--- src/design/svf_pkg.sv ---
`timescale 1ns / 1ps
package svf_pkg;

	// Formats and sizes.
	localparam int CHANNELS    = 2;
	localparam int IDX_BITS    = (CHANNELS > 1) ? $clog2(CHANNELS) : 1;
	localparam int SAMPLE_BITS = 24;
	localparam int FRAC_BITS   = 20;
	localparam int ACC_BITS    = SAMPLE_BITS + 4;
	localparam int TUNE_BITS   = 16;
	localparam int RES_BITS    = 16;
	localparam int COEF_FRAC   = 16;
	localparam int COEF_BITS   = COEF_FRAC + 1;
	localparam int MODE_BITS   = 2;
	localparam int DATA_BITS   = 32;
	localparam int ADDR_BITS   = 3;
	localparam int PROD_BITS   = ACC_BITS + COEF_BITS + 1;

	// Coefficient constants in Q0.16 / Q1.16.
	localparam logic [TUNE_BITS-1:0] TUNE_MAX   = 16'd64880;
	localparam logic [RES_BITS-1:0]  DAMP_SCALE = 16'd64880;
	localparam logic [COEF_BITS-1:0] DAMP_ONE   = 17'd65536;
	localparam logic [COEF_BITS-1:0] DAMP_FLOOR = 17'd655;

	// Limits of the stored state and of the output samples.
	localparam logic signed [ACC_BITS-1:0] SAMPLE_MAX =
		ACC_BITS'((64'sd1 <<< (SAMPLE_BITS - 1)) - 64'sd1);
	localparam logic signed [ACC_BITS-1:0] SAMPLE_MIN = -SAMPLE_MAX - ACC_BITS'(1);
	localparam logic signed [ACC_BITS-1:0] LIM4_RAW   = ACC_BITS'(64'sd4 <<< FRAC_BITS);
	localparam logic signed [ACC_BITS-1:0] STATE_LIM  =
		(LIM4_RAW > SAMPLE_MAX) ? SAMPLE_MAX : LIM4_RAW;
	localparam logic signed [ACC_BITS-1:0] STATE_NEG  = -STATE_LIM;

	// Register map.
	typedef enum logic [0:0] {
		REG_RESONANCE = 1'b0,
		REG_MODE      = 1'b1
	} reg_idx_t;

	typedef enum logic [MODE_BITS-1:0] {
		MODE_LOW   = 2'd0,
		MODE_HIGH  = 2'd1,
		MODE_BAND  = 2'd2,
		MODE_NOTCH = 2'd3
	} mode_t;

	// Sequencer types.
	typedef enum logic {
		SEQ_IDLE,
		SEQ_RUN
	} seq_state_t;

	typedef enum logic [1:0] {
		MUL_NONE,
		MUL_BF_IN,
		MUL_BQ,
		MUL_HF
	} mul_sel_t;

	typedef enum logic {
		JMP_NEXT,
		JMP_EMIT_END
	} jump_t;

	typedef logic [1:0] step_t;
	localparam step_t STEP_FIRST = 2'd0;

	typedef struct packed {
		mul_sel_t mul_sel;
		logic     ld_l1;
		logic     ld_h;
		jump_t    jump;
	} ctrl_word_t;

	// Microprogram for one sample. The first step runs in the cycle the request is taken.
	function automatic ctrl_word_t ucode(input step_t step);
		ctrl_word_t cw;
		case (step)
			2'd0:    cw = '{mul_sel: MUL_BF_IN, ld_l1: 1'b0, ld_h: 1'b0, jump: JMP_NEXT};
			2'd1:    cw = '{mul_sel: MUL_BQ,    ld_l1: 1'b1, ld_h: 1'b0, jump: JMP_NEXT};
			2'd2:    cw = '{mul_sel: MUL_HF,    ld_l1: 1'b0, ld_h: 1'b1, jump: JMP_NEXT};
			default: cw = '{mul_sel: MUL_NONE,  ld_l1: 1'b0, ld_h: 1'b0, jump: JMP_EMIT_END};
		endcase
		return cw;
	endfunction

	// Damping q = 1 - 0.99 * resonance, floored at 0.01, unsigned Q1.16.
	function automatic logic [COEF_BITS-1:0] damp_coef(input logic [RES_BITS-1:0] res);
		logic [2*RES_BITS-1:0] prod;
		logic [COEF_BITS-1:0]  q;
		prod = DAMP_SCALE * res;
		q = DAMP_ONE - COEF_BITS'(prod[2*RES_BITS-1:RES_BITS]);
		if (q < DAMP_FLOOR) begin
			q = DAMP_FLOOR;
		end
		return q;
	endfunction

	// Symmetric clamp of an integrator value to the state limit.
	function automatic logic signed [SAMPLE_BITS-1:0] clamp_state(
		input logic signed [ACC_BITS-1:0] v);
		logic signed [ACC_BITS-1:0] r;
		r = v;
		if (v > STATE_LIM) begin
			r = STATE_LIM;
		end else if (v < STATE_NEG) begin
			r = STATE_NEG;
		end
		return r[SAMPLE_BITS-1:0];
	endfunction

	// Saturation to the signed sample range.
	function automatic logic signed [SAMPLE_BITS-1:0] sat_sample(
		input logic signed [ACC_BITS-1:0] v);
		logic signed [ACC_BITS-1:0] r;
		r = v;
		if (v > SAMPLE_MAX) begin
			r = SAMPLE_MAX;
		end else if (v < SAMPLE_MIN) begin
			r = SAMPLE_MIN;
		end
		return r[SAMPLE_BITS-1:0];
	endfunction

endpackage

--- src/design/state_variable_filter_unit.sv ---
`timescale 1ns / 1ps
// A new request is not taken until the result of the last one has been emitted:
// the input stalls while a sample is worked on, and longer while the output stalls.
// The stall is set by three dependent multiplications sharing one multiplier.
// Reset (arst_n low, asynchronous) clears both channels' lowpass and bandpass state,
// sets resonance and response mode to zero and empties the output register.
module state_variable_filter_unit
	import svf_pkg::*;
(
	input  logic                          clk,
	input  logic                          arst_n,
	// Sample request channel.
	input  logic                          in_valid,
	output logic                          in_stall,
	input  logic                          channel,
	input  logic signed [SAMPLE_BITS-1:0] sample_in,
	input  logic [TUNE_BITS-1:0]          tune,
	// Result channel.
	output logic                          out_valid,
	input  logic                          out_stall,
	output logic signed [SAMPLE_BITS-1:0] sample_out,
	output logic                          out_channel,
	// Configuration port.
	input  logic                          psel,
	input  logic                          penable,
	input  logic                          pwrite,
	input  logic [ADDR_BITS-1:0]          paddr,
	input  logic [DATA_BITS-1:0]          pwdata,
	output logic [DATA_BITS-1:0]          prdata,
	output logic                          pready
);

	// Configuration registers.
	logic [RES_BITS-1:0]  resonance_q;
	mode_t                mode_q;
	logic [COEF_BITS-1:0] damp_q;
	reg_idx_t             reg_idx;
	logic                 cfg_we;

	// Per-channel integrator state.
	logic signed [SAMPLE_BITS-1:0] low_q  [CHANNELS];
	logic signed [SAMPLE_BITS-1:0] band_q [CHANNELS];

	// Sequencer.
	seq_state_t state_q, state_d;
	step_t      step_q, step_d;
	ctrl_word_t cw;
	logic       accept_in;
	logic       exec_en;
	logic       emit;
	logic       out_free;

	// Operand registers of the sample being worked on.
	logic signed [SAMPLE_BITS-1:0] x_q, l_q, b_q;
	logic [COEF_BITS-1:0]          f_q;
	logic                          ch_q;
	logic [IDX_BITS-1:0]           idx_q;
	logic signed [ACC_BITS-1:0]    p_q, l1_q, h_q;

	// Datapath signals.
	logic [IDX_BITS-1:0]           in_idx;
	logic [COEF_BITS-1:0]          f_in;
	logic signed [ACC_BITS-1:0]    mul_a;
	logic [COEF_BITS-1:0]          mul_c;
	logic signed [PROD_BITS-1:0]   prod;
	logic signed [ACC_BITS-1:0]    h_comb, b1, n_sum;
	logic signed [SAMPLE_BITS-1:0] l1_clamped, b1_clamped, y;

	// Output register.
	logic                          out_valid_q;
	logic signed [SAMPLE_BITS-1:0] sample_out_q;
	logic                          out_channel_q;

	// Configuration write decode and read mux.
	assign pready  = 1'b1;
	assign reg_idx = reg_idx_t'(paddr[ADDR_BITS-1]);
	assign cfg_we  = psel && penable && pwrite && pready;

	always_comb begin
		case (reg_idx)
			REG_RESONANCE: prdata = DATA_BITS'(resonance_q);
			REG_MODE:      prdata = DATA_BITS'(mode_q);
			default:       prdata = '0;
		endcase
	end

	always_ff @(posedge clk or negedge arst_n) begin
		if (!arst_n) begin
			resonance_q <= '0;
			mode_q      <= MODE_LOW;
			damp_q      <= DAMP_ONE;
		end else if (cfg_we) begin
			case (reg_idx)
				REG_RESONANCE: begin
					resonance_q <= pwdata[RES_BITS-1:0];
					damp_q      <= damp_coef(pwdata[RES_BITS-1:0]);
				end
				REG_MODE: begin
					mode_q <= mode_t'(pwdata[MODE_BITS-1:0]);
				end
				default: begin
					mode_q <= mode_q;
				end
			endcase
		end
	end

	// Handshake status.
	assign in_stall  = (state_q != SEQ_IDLE);
	assign accept_in = in_valid && !in_stall;
	assign out_free  = !out_valid_q || !out_stall;

	// Sequencer: fetch the control word, advance the step counter, hold on a full output.
	always_comb begin
		state_d = state_q;
		step_d  = step_q;
		exec_en = 1'b0;
		emit    = 1'b0;
		cw      = ucode(step_q);
		case (state_q)
			SEQ_IDLE: begin
				cw = ucode(STEP_FIRST);
				if (accept_in) begin
					exec_en = 1'b1;
					state_d = SEQ_RUN;
					step_d  = STEP_FIRST + step_t'(1);
				end
			end
			SEQ_RUN: begin
				case (cw.jump)
					JMP_NEXT: begin
						exec_en = 1'b1;
						step_d  = step_q + step_t'(1);
					end
					JMP_EMIT_END: begin
						if (out_free) begin
							exec_en = 1'b1;
							emit    = 1'b1;
							state_d = SEQ_IDLE;
							step_d  = STEP_FIRST;
						end
					end
					default: begin
						state_d = SEQ_IDLE;
						step_d  = STEP_FIRST;
					end
				endcase
			end
			default: begin
				state_d = SEQ_IDLE;
				step_d  = STEP_FIRST;
			end
		endcase
	end

	always_ff @(posedge clk or negedge arst_n) begin
		if (!arst_n) begin
			state_q <= SEQ_IDLE;
			step_q  <= STEP_FIRST;
		end else begin
			state_q <= state_d;
			step_q  <= step_d;
		end
	end

	// Incoming channel index and clamped tuning coefficient.
	assign in_idx = IDX_BITS'(32'(channel) % CHANNELS);
	assign f_in   = COEF_BITS'((tune > TUNE_MAX) ? TUNE_MAX : tune);

	// Shared multiplier operand select.
	always_comb begin
		case (cw.mul_sel)
			MUL_BF_IN: begin
				mul_a = ACC_BITS'(band_q[in_idx]);
				mul_c = f_in;
			end
			MUL_BQ: begin
				mul_a = ACC_BITS'(b_q);
				mul_c = damp_q;
			end
			MUL_HF: begin
				mul_a = h_comb;
				mul_c = f_q;
			end
			default: begin
				mul_a = '0;
				mul_c = '0;
			end
		endcase
	end

	// Product rounded toward minus infinity by dropping the coefficient fraction.
	assign prod = mul_a * $signed({1'b0, mul_c});

	// Adders around the multiplier.
	assign h_comb = ACC_BITS'(x_q) - l1_q - p_q;
	assign b1     = ACC_BITS'(b_q) + p_q;
	assign n_sum  = h_q + l1_q;

	assign l1_clamped = clamp_state(l1_q);
	assign b1_clamped = clamp_state(b1);

	// Response select.
	always_comb begin
		case (mode_q)
			MODE_LOW:   y = l1_clamped;
			MODE_HIGH:  y = sat_sample(h_q);
			MODE_BAND:  y = b1_clamped;
			MODE_NOTCH: y = sat_sample(n_sum);
			default:    y = l1_clamped;
		endcase
	end

	// Operand and intermediate registers.
	always_ff @(posedge clk) begin
		if (accept_in) begin
			x_q   <= sample_in;
			f_q   <= f_in;
			ch_q  <= channel;
			idx_q <= in_idx;
			l_q   <= low_q[in_idx];
			b_q   <= band_q[in_idx];
		end
		if (exec_en && (cw.mul_sel != MUL_NONE)) begin
			p_q <= prod[COEF_FRAC +: ACC_BITS];
		end
		if (exec_en && cw.ld_l1) begin
			l1_q <= ACC_BITS'(l_q) + p_q;
		end
		if (exec_en && cw.ld_h) begin
			h_q <= h_comb;
		end
	end

	// Integrator state write-back.
	always_ff @(posedge clk or negedge arst_n) begin
		if (!arst_n) begin
			for (int i = 0; i < CHANNELS; i++) begin
				low_q[i]  <= '0;
				band_q[i] <= '0;
			end
		end else if (emit) begin
			low_q[idx_q]  <= l1_clamped;
			band_q[idx_q] <= b1_clamped;
		end
	end

	// Output register.
	always_ff @(posedge clk or negedge arst_n) begin
		if (!arst_n) begin
			out_valid_q <= 1'b0;
		end else if (emit) begin
			out_valid_q <= 1'b1;
		end else if (!out_stall) begin
			out_valid_q <= 1'b0;
		end
	end

	always_ff @(posedge clk) begin
		if (emit) begin
			sample_out_q  <= y;
			out_channel_q <= ch_q;
		end
	end

	assign out_valid   = out_valid_q;
	assign sample_out  = sample_out_q;
	assign out_channel = out_channel_q;

endmodule

--- config.mk ---
export PLATFORM = sky130hd
export DESIGN_NAME = state_variable_filter_unit
export DESIGN_NICKNAME = d
export VERILOG_FILES = /design/src/design/svf_pkg.sv /design/src/design/state_variable_filter_unit.sv
export SDC_FILE = /design/constraint.sdc
export NUM_CORES = 2
export LEC_CHECK = 0
export ABC_AREA = 1
export ABC_CLOCK_PERIOD_IN_PS = 16900
export BUFFER_PORTS_ARGS = -buffer_cell sky130_fd_sc_hd__buf_2
export CELL_PAD_IN_SITES_DETAIL_PLACEMENT = 0
export CELL_PAD_IN_SITES_GLOBAL_PLACEMENT = 2
export CORE_MARGIN = 2
export CORE_UTILIZATION = 43
export CTS_CLUSTER_SIZE = 10
export DETAILED_ROUTE_END_ITERATION = 8
export PLACE_DENSITY_LB_ADDON = 0.1
export SLEW_MARGIN = 5
export SYNTH_ARGS = -nofsm -noshare
export SYNTH_HDL_FRONTEND = slang
export SYNTH_SLANG_ARGS = --single-unit
--- constraint.sdc ---
create_clock -name clk -period 16.9 [get_ports clk]
set_input_delay 1.69 -clock clk [delete_from_list [all_inputs] [get_ports clk]]
set_output_delay 1.69 -clock clk [all_outputs]
set_load 0.02 [all_outputs]
== After elaboration in Yosys (flattened, before gate mapping) ==
Index checks and enable logic that the tools add are counted.

* Output and inout bits: 60
* Register bits: 334
* Logic and storage cells: 116

* Bitwise gates (word level): 5
* $lt $le $gt $ge: 13
* Eq/ne operators: 11
* Multiplexer cells: 41
* Reduce and logical (&&, ||, !) cells: 17
* Add/sub/neg operators: 7
* Multipliers: 2

{| class="wikitable"
|+ Operator list
! kind !! count
|-
| two-way mux 24 bit || 15
|-
| greater-than comparator 28 x 24 -> 1 bit, second input constant || 4
|-
| bitwise mux 48 bit || 2
|-
| one-hot mux 24 bit (4 select lines) || 1
|-
| one-hot mux 28 bit (3 select lines) || 1
|-
| one-hot mux 32 bit (2 select lines) || 1
|-
| adder 24 x 28 -> 28 bit || 2
|-
| less-than comparator 28 x 23 -> 1 bit, second input constant || 2
|-
| less-than comparator 28 x 24 -> 1 bit, second input constant || 2
|-
| one-hot mux 17 bit (3 select lines) || 1
|-
| multiplier 28 x 18 -> 44 bit || 1
|-
| adder 28 bit || 1
|-
| multiplier 12 x 16 -> 28 bit, first input constant || 1
|-
| subtractor 24 x 28 -> 28 bit || 1
|-
| subtractor 28 bit || 1
|-
| demux 24 bit (select 1 bit) || 1
|-
| less-than comparator 17 x 10 -> 1 bit, second input constant || 1
|-
| two-way mux 17 bit || 1
|-
| subtractor 17 x 16 -> 17 bit, first input constant || 1
|-
| greater-than comparator 16 bit, second input constant || 1
|-
| two-way mux 16 bit || 1
|-
| one-hot mux 5 bit (3 select lines) || 1
|-
| equality test 2 bit, second input constant || 5
|-
| two-way mux 1 bit || 8
|-
| 19 further kinds || 40
|}

== Longest topological paths before layout ==
* Depth in word-level cells: 6
* Gate-level depth with buffers: 42

== Least setup slack after synthesis ==
No wires, ideal clock.

* Kind: input port to flip-flop
* Start: input port tune[8]
* End: register p_q[27], data pin
* Stages: 28
* Data arrival time: 8.240 ns
* Required time: 16.632 ns
* Setup slack: 8.392 ns
* Setup time: 0.268 ns
* Buffers on the path: 1
* Cell sequence: inv_1 -> nor4_1 -> nand3_1 -> nand2_1 -> inv_1 -> nor2_1 -> nand2_1 -> nand2_1 -> clkinv_1 -> nor2_1 -> inv_1 -> fa_1 -> fa_1 -> inv_1 -> fa_1 -> fa_1 -> fa_1 -> inv_1 -> fa_1 -> inv_1 -> ha_1 -> clkbuf_1 -> nand4_1 -> nor3_1 -> nor4b_1 -> nand3_1 -> nand3_1 -> xnor3_1

* Word-level cells in the longest chain between the ends: 4

{| class="wikitable"
|+ Ends and longest elaborated chain
! element !! line !! RTL
|-
| from (decl) || state_variable_filter_unit.sv:17 || <nowiki>input logic [TUNE_BITS-1:0] tune,</nowiki>
|-
| greater-than comparator 16 bit || state_variable_filter_unit.sv:168 || <nowiki>assign f_in = COEF_BITS'((tune > TUNE_MAX) ? TUNE_MAX : tune);</nowiki>
|-
| two-way mux 16 bit || state_variable_filter_unit.sv:168 ||
|-
| named net f_in[3] || state_variable_filter_unit.sv:62 || <nowiki>logic [COEF_BITS-1:0] f_in;</nowiki>
|-
| one-hot mux 17 bit (3 select lines) || state_variable_filter_unit.sv:172 || <nowiki>case (cw.mul_sel)</nowiki>
|-
| multiplier 28 x 18 -> 44 bit || state_variable_filter_unit.sv:193 || <nowiki>assign prod = mul_a * $signed({1'b0, mul_c});</nowiki>
|-
| named net prod[43] || state_variable_filter_unit.sv:65 || <nowiki>logic signed [PROD_BITS-1:0] prod;</nowiki>
|-
| to (signal assigned) || state_variable_filter_unit.sv:225 || <nowiki>p_q <= prod[COEF_FRAC +: ACC_BITS];</nowiki>
|-
| to (decl) || state_variable_filter_unit.sv:58 || <nowiki>logic signed [ACC_BITS-1:0] p_q, l1_q, h_q;</nowiki>
|}

The timed path passes the listed nets, and every way through them passes these cells.
A chain may end at the register's enable or synchronous reset.

== Worst setup path in the final report ==
* Start: register step_q[0]
* End: register p_q[27], data pin

* Word-level cells in the longest chain between the ends: 6
* Elaborated cells on any way between the ends: 11
* Those cells by class: mul (1); eq/ne (5); mux (4); reduce/logical (1)

{| class="wikitable"
|+ Ends and longest elaborated chain
! element !! line !! RTL
|-
| from (decl) || state_variable_filter_unit.sv:46 || <nowiki>step_t step_q, step_d;</nowiki>
|-
| from (signal assigned) || state_variable_filter_unit.sv:162 || <nowiki>step_q <= step_d;</nowiki>
|-
| equality test 2 bit (tied with other cells) || svf_pkg.sv:78 || <nowiki>case (step)</nowiki>
|-
| one-hot mux 5 bit (3 select lines) (*) || svf_pkg.sv:78 ||
|-
| two-way mux 5 bit (*) || state_variable_filter_unit.sv:120 || <nowiki>case (state_q)</nowiki>
|-
| equality test 2 bit / equality test 2 x 1 -> 1 bit (equally long branches) || state_variable_filter_unit.sv:172 ||
|-
| one-hot mux 28 bit (3 select lines) / one-hot mux 17 bit (3 select lines) (equally long branches) || state_variable_filter_unit.sv:172 ||
|-
| multiplier 28 x 18 -> 44 bit (*) || state_variable_filter_unit.sv:193 ||
|-
| named net prod[43] || state_variable_filter_unit.sv:65 ||
|}

The timed path passes the listed nets; every way through them passes the cells marked *.

==> metrics.md <==
| Metric | Value |
|---|---|
| Worst-path clk slew | `~0.06 ns` |
| H-tree depth | `2` |
| All-Layer GR Usage | `between 20% and 30%` |
| Worst-margin pin slew | `between 1 and 1.5 ns` |
| Filler cells | `9528` |
| Buf/Inv on CP | `11` |
| Final period util | `approximately two thirds` |
| Critical Path Fanout Max | `28` |
| Delay-heaviest family, CP | `adder cells` |
| First-pass GRT wire length | `~200000 um` |
| Crit path top cell by count | `inv_1` |
| Layout cells sized above 1 | `6.00%` |
| Tmin final | `between 10 and 15 ns` |
| Slew margin rel. | `around 23%` |
| Post-cts hold buffer count | `0` |
| # Max-Cap Violations | `0` |
| Die width | `about 310 um` |
| Post-layout instance area | `44100 um^2` |
| Synth Area per Inst | `between 8 and 9 um^2` |
| Post-synthesis sequential area ratio | `22.8%` |
| EDFF count, synth | `approximately 200` |
| CP Class | `flop to flop` |
| Critical Path Sink Type | `flop` |
| Initial Utilization | `between 40% and 50%` |
| Worst skew pair latency | `~0.6 ns` |
| Placed cell area | `roughly 43000 um^2` |
| Hpwl dp | `approximately 100000 um` |
| Final setup TNS | `0 ns` |
| CTS root buffer | `clkbuf_16` |
| Max Buffers Root-to-Sink | `3` |
| Routed Antenna Nets | `0` |
| Resized cells post-CTS | `0` |
| Slew Viols, Final | `0` |
| Placeable Area | `94600 um^2` |
| # clock sinks | `333` |
| Largest net degree at the start of global routing | `63` |
| Yosys top cell by area | `fa_1` |
| Slowest CP cell | `clkinv_1` |
| Diode count | `0` |
| Drt via density | `a little over 5` |
| Critical path's largest stage delay | `~0.94 ns` |
| # nets final | `~5900` |
| F_max | `between 0.08 and 0.09 GHz` |
| FFs w/ async S/R, synth | `roughly two fifths` |
| Area growth from synthesis to layout | `7.68%` |
| Netlist cell types | `73` |
| Height of the chip | `312 um` |
| Final Hold Viols | `0` |
| Worst setup margin | `between 5 and 6 ns` |
| Drt total wl | `128000 um` |
| Largest cells by area after synthesis | `fa_1 (27%), edfxtp_1 (15%), nand2_1 (9.8%)` |
| # IOs | `~140` |
| DR pass1 iterations | `5` |
| Critical Path AT | `about 12 ns` |
| Unrepaired setup endpoints after global routing | `false` |
| Total CTS buffers | `41` |
| Setup crit start kind | `flop` |
| HP Class | `flop to flop` |
| Die Footprint | `97600 um^2` |
| Pre-CTS setup slack | `about 5.7 ns` |
| Post-Syn Instances | `about 5000` |
| Remaining DRCs | `0` |
| Vias in the first global route | `approximately 33000` |
| Grt total ovfl | `0` |
| Initial antenna violation count | `2` |
| Yosys reg bits | `around 330` |
| Post-CTS Setup Bufs | `0` |
| Synthesis Warnings | `0` |
| Worst endpoint required time | `roughly 17 ns` |
| CTS tree | `yes` |
| Ys flop type | `edfxtp_1` |
| GP Congestion | `0.919` |
| DR vias | `approximately 32000` |
| Post-Syn Area | `between 40000 and 50000 um^2` |
| DR WL/cell | `20.4 um` |
| Final setup vio count | `0` |
| Status | `finished clean` |
| Row cnt | `approximately 110` |
| Synth top area share | `approximately 27%` |
| Iter 0 DRT Violations | `2237` |
| Buffers on Ports | `between 100 and 150` |
| Fin Clk Skew | `a little over 0.04 ns` |
[cell usage in the layout, fill, tap and decap left out, types with 12 or more instances in the layout]
master	instances
buf_4	43
xor2_1	87
nand2_2	21
edfxtp_1	198
nor2_1	352
a21oi_1	224
conb_1	17
nand4_1	55
nor3_1	44
clkbuf_16	43
a22o_1	32
nor2_2	12
o21ai_1	15
buf_2	105
dfrtp_1	134
a21oi_2	19
ha_1	290
inv_1	1040
nand3_1	150
nand2_1	1064
xnor2_1	64
o21ai_0	229
fa_1	556
clkinv_1	14
clkbuf_1	25
nor4_1	15
[per-layer routing]
layer  share of wire [%]  routed length (um)  track usage, %  vias to the layer above
met3                 5.0                6350            2.99                      123
met1                  47               59700            38.9                    16000
met4                 1.9                2470            5.15                        0
met5                   0                   0               0                        -
met2                  47               59600            43.5                      768
li1                    -                   -               -                    15300
[tightest hold or removal path, delay by kind of cell, from the launching register on]
| kind | cells | cell delay (ns) |
|---|---|---|
| flops | 1 | 0.34 |
| simple gates | 2 | 0.11 |
[per-stage QoR]
stage	utilization, %	hold WS (ns)	cells
6_report	46.6	0.478	6267
5_1_grt	46.6	0.490	6267
2_1_floorplan	-	0.444	4927
3_5_place_dp	45.3	0.466	6191
4_1_cts	46.6	0.481	6267
3_3_place_gp	45.3	0.457	6191
[synthesized netlist by cell type (3+ instances only)]
master / number
o31ai_1: 7
inv_1: 1041
dfrtp_1: 134
ha_1: 290
a221oi_1: 4
o21a_1: 10
o21bai_1: 8
o21ai_0: 229
or2_2: 5
nand4_1: 55
o2111ai_1: 5
nand3_1: 150
nand3b_1: 10
nor2_1: 364
edfxtp_1: 198
o211ai_1: 5
o221ai_1: 3
nor4_1: 15
clkbuf_1: 104
buf_1: 7
clkinv_1: 13
a21oi_2: 16
nor3_1: 44
inv_2: 10
xnor2_1: 64
a32o_1: 3
fa_1: 556
o21ai_2: 3
buf_4: 21
o21ai_1: 15
nand2_2: 19
a22o_1: 32
a21oi_1: 227
nor2_2: 5
buf_2: 15
a21boi_2: 7
nand2_1: 1066
o311ai_0: 3
buf_6: 3
a21boi_0: 5
a21o_1: 10
a31oi_1: 7
xor2_1: 87
[layout make-up]
cell class	instances	area, um^2	area share (%)
flip-flops and latches	333	9330	21.2
well taps	1265	1580	3.59
multi-input cells	3380	27000	61.4
clock buffers	70	1200	2.72
repair buffers	149	860	1.95
inverters	1064	3990	9.07
clock inverters	6	56.3	0.128
[cells by family (layout without fill, tap and decap cells)]
logic type,after synthesis,count (layout),synth area share (%)
AO/OA/AOI/OAI,614,614,8.72
XOR/XNOR,154,154,3.37
adder cells (fa/ha/maj),846,846,36.1
buffers and inverters,1214,1289,11.4
flip-flops,333,333,22.8
multiplexers,1,1,0.0275
other,2,17,0.0184
AND/OR/NAND/NOR,1748,1748,17.6
[worst paths after layout]
path | start | to | slack, ns | cells past startpoint
max | step_q[0]$_DFFE_PN0P_ | p_q[27]$_DFFE_PP_ | 5.40 | 30
min | band_q[22]$_DFFE_PN0P_ | band_q[22]$_DFFE_PN0P_ | 0.48 | 2
max reg2reg | step_q[0]$_DFFE_PN0P_ | p_q[27]$_DFFE_PP_ | 5.40 | 30
min reg2reg | band_q[22]$_DFFE_PN0P_ | band_q[22]$_DFFE_PN0P_ | 0.48 | 2
max in group asynchronous | arst_n | low_q[2]$_DFFE_PN0P_ | 14.12 | 3
min in group asynchronous | arst_n | resonance_q[14]$_DFFE_PN0P_ | 1.04 | 1
[flip-flops by register name (all words and copies together), names as in the netlist, 24 cells and up]
signal,flops
l_q,24
h_q,28
l1_q,28
x_q,24
sample_out,24
band_q,48
p_q,28
low_q,48
b_q,24
Power is not shown: default switching activity piles up to over one toggle a cycle in this logic, so the estimate is an artifact.
